File: config.mk
export PLATFORM = sky130hd
export DESIGN_NAME = efl_ctrl
export DESIGN_NICKNAME = d
export VERILOG_FILES = /design/src/rtl/efl_pkg.sv /design/src/rtl/efl_ctrl.sv
export SDC_FILE = /design/constraint.sdc
export NUM_CORES = 1
export LEC_CHECK = 0
export BUFFER_PORTS_ARGS = -buffer_cell sky130_fd_sc_hd__buf_4
export CAP_MARGIN = 20
export CORE_ASPECT_RATIO = 1.1
export CORE_UTILIZATION = 35
export CTS_BUF_LIST = sky130_fd_sc_hd__clkbuf_16
export DETAILED_ROUTE_END_ITERATION = 16
export PLACE_DENSITY = 0.66
export SLEW_MARGIN = 40
export SYNTH_ARGS = -nofsm -noshare
export SYNTH_HDL_FRONTEND = slang
export SYNTH_SLANG_ARGS = --single-unit
File: constraint.sdc
create_clock -name clk -period 2.4 [get_ports clk]
set_input_delay 0.48 -clock clk [delete_from_list [all_inputs] [get_ports clk]]
set_output_delay 0.48 -clock clk [all_outputs]
set_load 0.01 [all_outputs]
File: src/rtl/efl_pkg.sv
// ----------------------------------------------------------------------------
// Extent free list allocator package
// Shared item types, operation and status codes, and the control bundles
// between the controller and the datapath.
// ----------------------------------------------------------------------------
package efl_pkg;

  localparam logic [1:0] OP_FORMAT   = 2'd0;
  localparam logic [1:0] OP_ALLOCATE = 2'd1;
  localparam logic [1:0] OP_FREE     = 2'd2;

  localparam logic [2:0] ST_OK            = 3'd0;
  localparam logic [2:0] ST_NO_SPACE      = 3'd1;
  localparam logic [2:0] ST_ALREADY_FREE  = 3'd2;
  localparam logic [2:0] ST_NOT_FORMATTED = 3'd3;
  localparam logic [2:0] ST_CHECK_FAILED  = 3'd4;
  localparam logic [2:0] ST_OUT_OF_RANGE  = 3'd5;

  localparam logic [10:0] COUNT_MAX     = 11'd2047;
  localparam logic [10:0] VOLUME_RESET  = 11'd1024;

  typedef struct packed {
    logic [1:0] op;
    logic [9:0] block_index;
  } in_item_t;

  typedef struct packed {
    logic [9:0]  allocated_block;
    logic [2:0]  status;
    logic [10:0] free_total;
  } out_item_t;

  typedef struct packed {
    logic take_in;
    logic clear_step;
    logic read_entry;
    logic eval;
    logic write_head;
    logic format_done;
    logic load_out;
  } ctrl_cmd_t;

  typedef struct packed {
    logic in_is_format;
    logic clear_last;
    logic split;
    logic out_free;
  } dp_stat_t;

endpackage

File: src/rtl/efl_ctrl.sv
// ----------------------------------------------------------------------------
// Extent free list allocator controller
// Sequences the clearing pass, the table read, the updates and the hand-off
// of each result to the output register.
// ----------------------------------------------------------------------------
module efl_ctrl import efl_pkg::*; (
  input  logic      clk,
  input  logic      rst,
  input  logic      in_valid,
  output logic      in_stall,
  input  dp_stat_t  stat,
  output ctrl_cmd_t cmd
);

  typedef enum logic [6:0] {
    S_CLEAR = 7'b0000001,
    S_IDLE  = 7'b0000010,
    S_READ  = 7'b0000100,
    S_EVAL  = 7'b0001000,
    S_HEAD  = 7'b0010000,
    S_FMT   = 7'b0100000,
    S_OUT   = 7'b1000000
  } state_t;

  state_t state;
  state_t state_next;
  logic   fmt_pend;
  logic   fmt_pend_next;

  assign in_stall = (state != S_IDLE);

  always_comb begin
    state_next    = state;
    fmt_pend_next = fmt_pend;
    cmd           = '0;
    unique case (state)
      S_CLEAR: begin
        cmd.clear_step = 1'b1;
        if (stat.clear_last) begin
          state_next = fmt_pend ? S_FMT : S_IDLE;
        end
      end
      S_IDLE: begin
        if (in_valid) begin
          cmd.take_in = 1'b1;
          if (stat.in_is_format) begin
            fmt_pend_next = 1'b1;
            state_next    = S_CLEAR;
          end else begin
            state_next = S_READ;
          end
        end
      end
      S_READ: begin
        cmd.read_entry = 1'b1;
        state_next     = S_EVAL;
      end
      S_EVAL: begin
        cmd.eval   = 1'b1;
        state_next = stat.split ? S_HEAD : S_OUT;
      end
      S_HEAD: begin
        cmd.write_head = 1'b1;
        state_next     = S_OUT;
      end
      S_FMT: begin
        cmd.format_done = 1'b1;
        fmt_pend_next   = 1'b0;
        state_next      = S_OUT;
      end
      S_OUT: begin
        if (stat.out_free) begin
          cmd.load_out = 1'b1;
          state_next   = S_IDLE;
        end
      end
      default: begin
        state_next = S_IDLE;
      end
    endcase
  end

  always_ff @(posedge clk) begin
    if (rst) begin
      state    <= S_CLEAR;
      fmt_pend <= 1'b0;
    end else begin
      state    <= state_next;
      fmt_pend <= fmt_pend_next;
    end
  end

endmodule

==> run metrics <==
warnings from Yosys 0; final period utilization 89.3%; P_leak 0.303 nW; worst ir drop on vdd 0.415 mV; antenna violations before repair 0; drt via density 5.71; WS Path Type reg -> out; die height 42.3 µm; post-layout min period 2.14 ns; final-report hold violation count 0; Synth Instances 64; PD cells 735 nW/µm²; Hold Buf Count CTS 0; die area 1630 µm²; grt met3 use 4.79%; total clock sinks 8; TritonCTS buffer count 3; GR Util met2 24.7%; mean area per synthesized cell 8.05 µm²; Top delay family on crit path simple AND/OR/NAND/NOR gates; dominant cell type by area after synthesis dfxtp_1; Netlist cell types 28; CTS HTree Levels 1; clock buffer depth 2; Port Buffers 14; slowest stage delay, CP 0.63 ns; CTS clk-pin slew, worst paths 0.04 ns; area fraction of the dominant cell type after synthesis 31.1%; commonest cells after routing, fill and taps aside 14 x buf_4, 8 x dfxtp_1, 7 x nor2_1, 6 x nor3_1, 5 x nor3b_1; sequential area share after synthesis 31.1%; total grt overflow 0; crit start category flop; nets 86; Synth Cell Area 515 µm²; Vias 531; Synth Flop Type dfxtp_1; CORE AREA 1370 µm²; fill count 134; largest net degree at the start of global routing 12; Area growth syn-to-layout 33.0%; clock root buffer clkbuf_16; # rows 14; hpwl dp 838 µm; Post-synth ARST share 0%; Max-cap violations 0; TNS Setup 0 ns; vias in the first global route 448; # resized after CTS 0; # IOs 15; RSZ-0062 raised after global routing no; Pwr Total 0.504 mW; synth top area cells dfxtp_1 31%, nor3b_1 7.3%, nor3_1 5.8%; Most Crowded Layer GR met2; total length of routed wires 1.17 mm; Antenna Cells 0; fin. max-slew vios 0; Clock Skew 0.00132 ns; drt initial violations 20; HP Class in -> reg; WL per Instance 12.5 µm; post-CTS setup repair buffer count 0; Worst-Skew Late Latency 0.23 ns; most common cell after layout, fill and taps aside buf_4; Antenna Violating Nets Remaining 0; critical path arrival 1.66 ns; max_slew headroom 55.5%; hold slack 0.449 ns; GRT Resource Usage Total 17.1%; #FFs+latches synth 8; CP cell instances nor4_1, and3_1, buf_4; CTS tree built; worst-margin pin slew 0.661 ns; M1 GR Usage 20.0%; first-pass GRT wire length 1.88 mm; Worst Path Buf+Inv 1; Fmax 466 MHz; status completed; Final GP Congestion 0.862; syn nets 71; Pre-Repair DR Iteration Count 4; crit-path max FO 9; Post-synth EDFFs 0; drt drc 0; critical path's slowest cell nor4_1; share of cells above drive strength 1 26.0%; crit end category output pin; starting density of the core 37.7%; Worst EP required 1.92 ns; chip width 38.6 µm; endpoints failing setup 0
## layer usage
metal	wire, µm	up-vias	part of all wire (%)
li1	-	265	-
met1	501	237	43
met2	534	24	46
met3	89	5	7.6
met4	41	0	3.5
met5	0	-	0
## cell families after synthesis
group,share of synthesized area (%)
xor+xnor,3.40
flops,31.1
simple gates,43.7
buf+inv,7.28
compound gates,14.6
## power by group
part / internal (mW) / total (mW) / leakage (nW) / switching (mW)
logic: 0.0370 / 0.0723 / 0.201 / 0.0352
registers: 0.140 / 0.153 / 0.0652 / 0.0127
clock network: 0.215 / 0.279 / 0.0370 / 0.0641
total: 0.392 / 0.504 / 0.303 / 0.112
## sequential cells by signal, indices dropped and copies added (netlist names)
register	flops
fmt_pend	1
state	7
## cells in the mapped netlist, types with 2 or more instances
master and count:
nor2_1 7, nor4_1 2, nand3_1 2, nand2_1 3, dfxtp_1 8, and2_1 2, and3_1 4, o21ai_0 4
inv_1 2, nor3_1 6, nor3b_1 5, buf_4 2, and4_1 2
## final timing paths
path	from	to	slack, ns	depth (start not counted)
setup / recovery	state[1]	cmd[1]	0.26	3
hold / removal	rst	state[4]	0.45	2
setup reg to reg	state[5]	state[5]	0.69	3
hold reg to reg	fmt_pend	state[5]	0.51	1
## area by class of cell
type / count / area [µm²] / share of cell area (%)
multi-input combinational: 50 / 318 / 46.4
clock buffer: 3 / 75.1 / 10.9
timing repair buffer: 14 / 105 / 15.3
sequential: 8 / 160 / 23.4
inverter: 2 / 7.51 / 1.09
tap: 16 / 20.0 / 2.92
## stage by stage
stage	setup slack (ns)	instance area, µm²	util (%)	cells
final	0.256	686	50.2	93
after global placement	0.522	611	44.7	90
after floorplan	0.704	515	-	64
after global routing	0.133	686	50.2	93
after detailed placement	0.538	611	44.7	90
after CTS	0.289	686	50.2	93
Note: power is estimated with default switching activity, not from simulation.
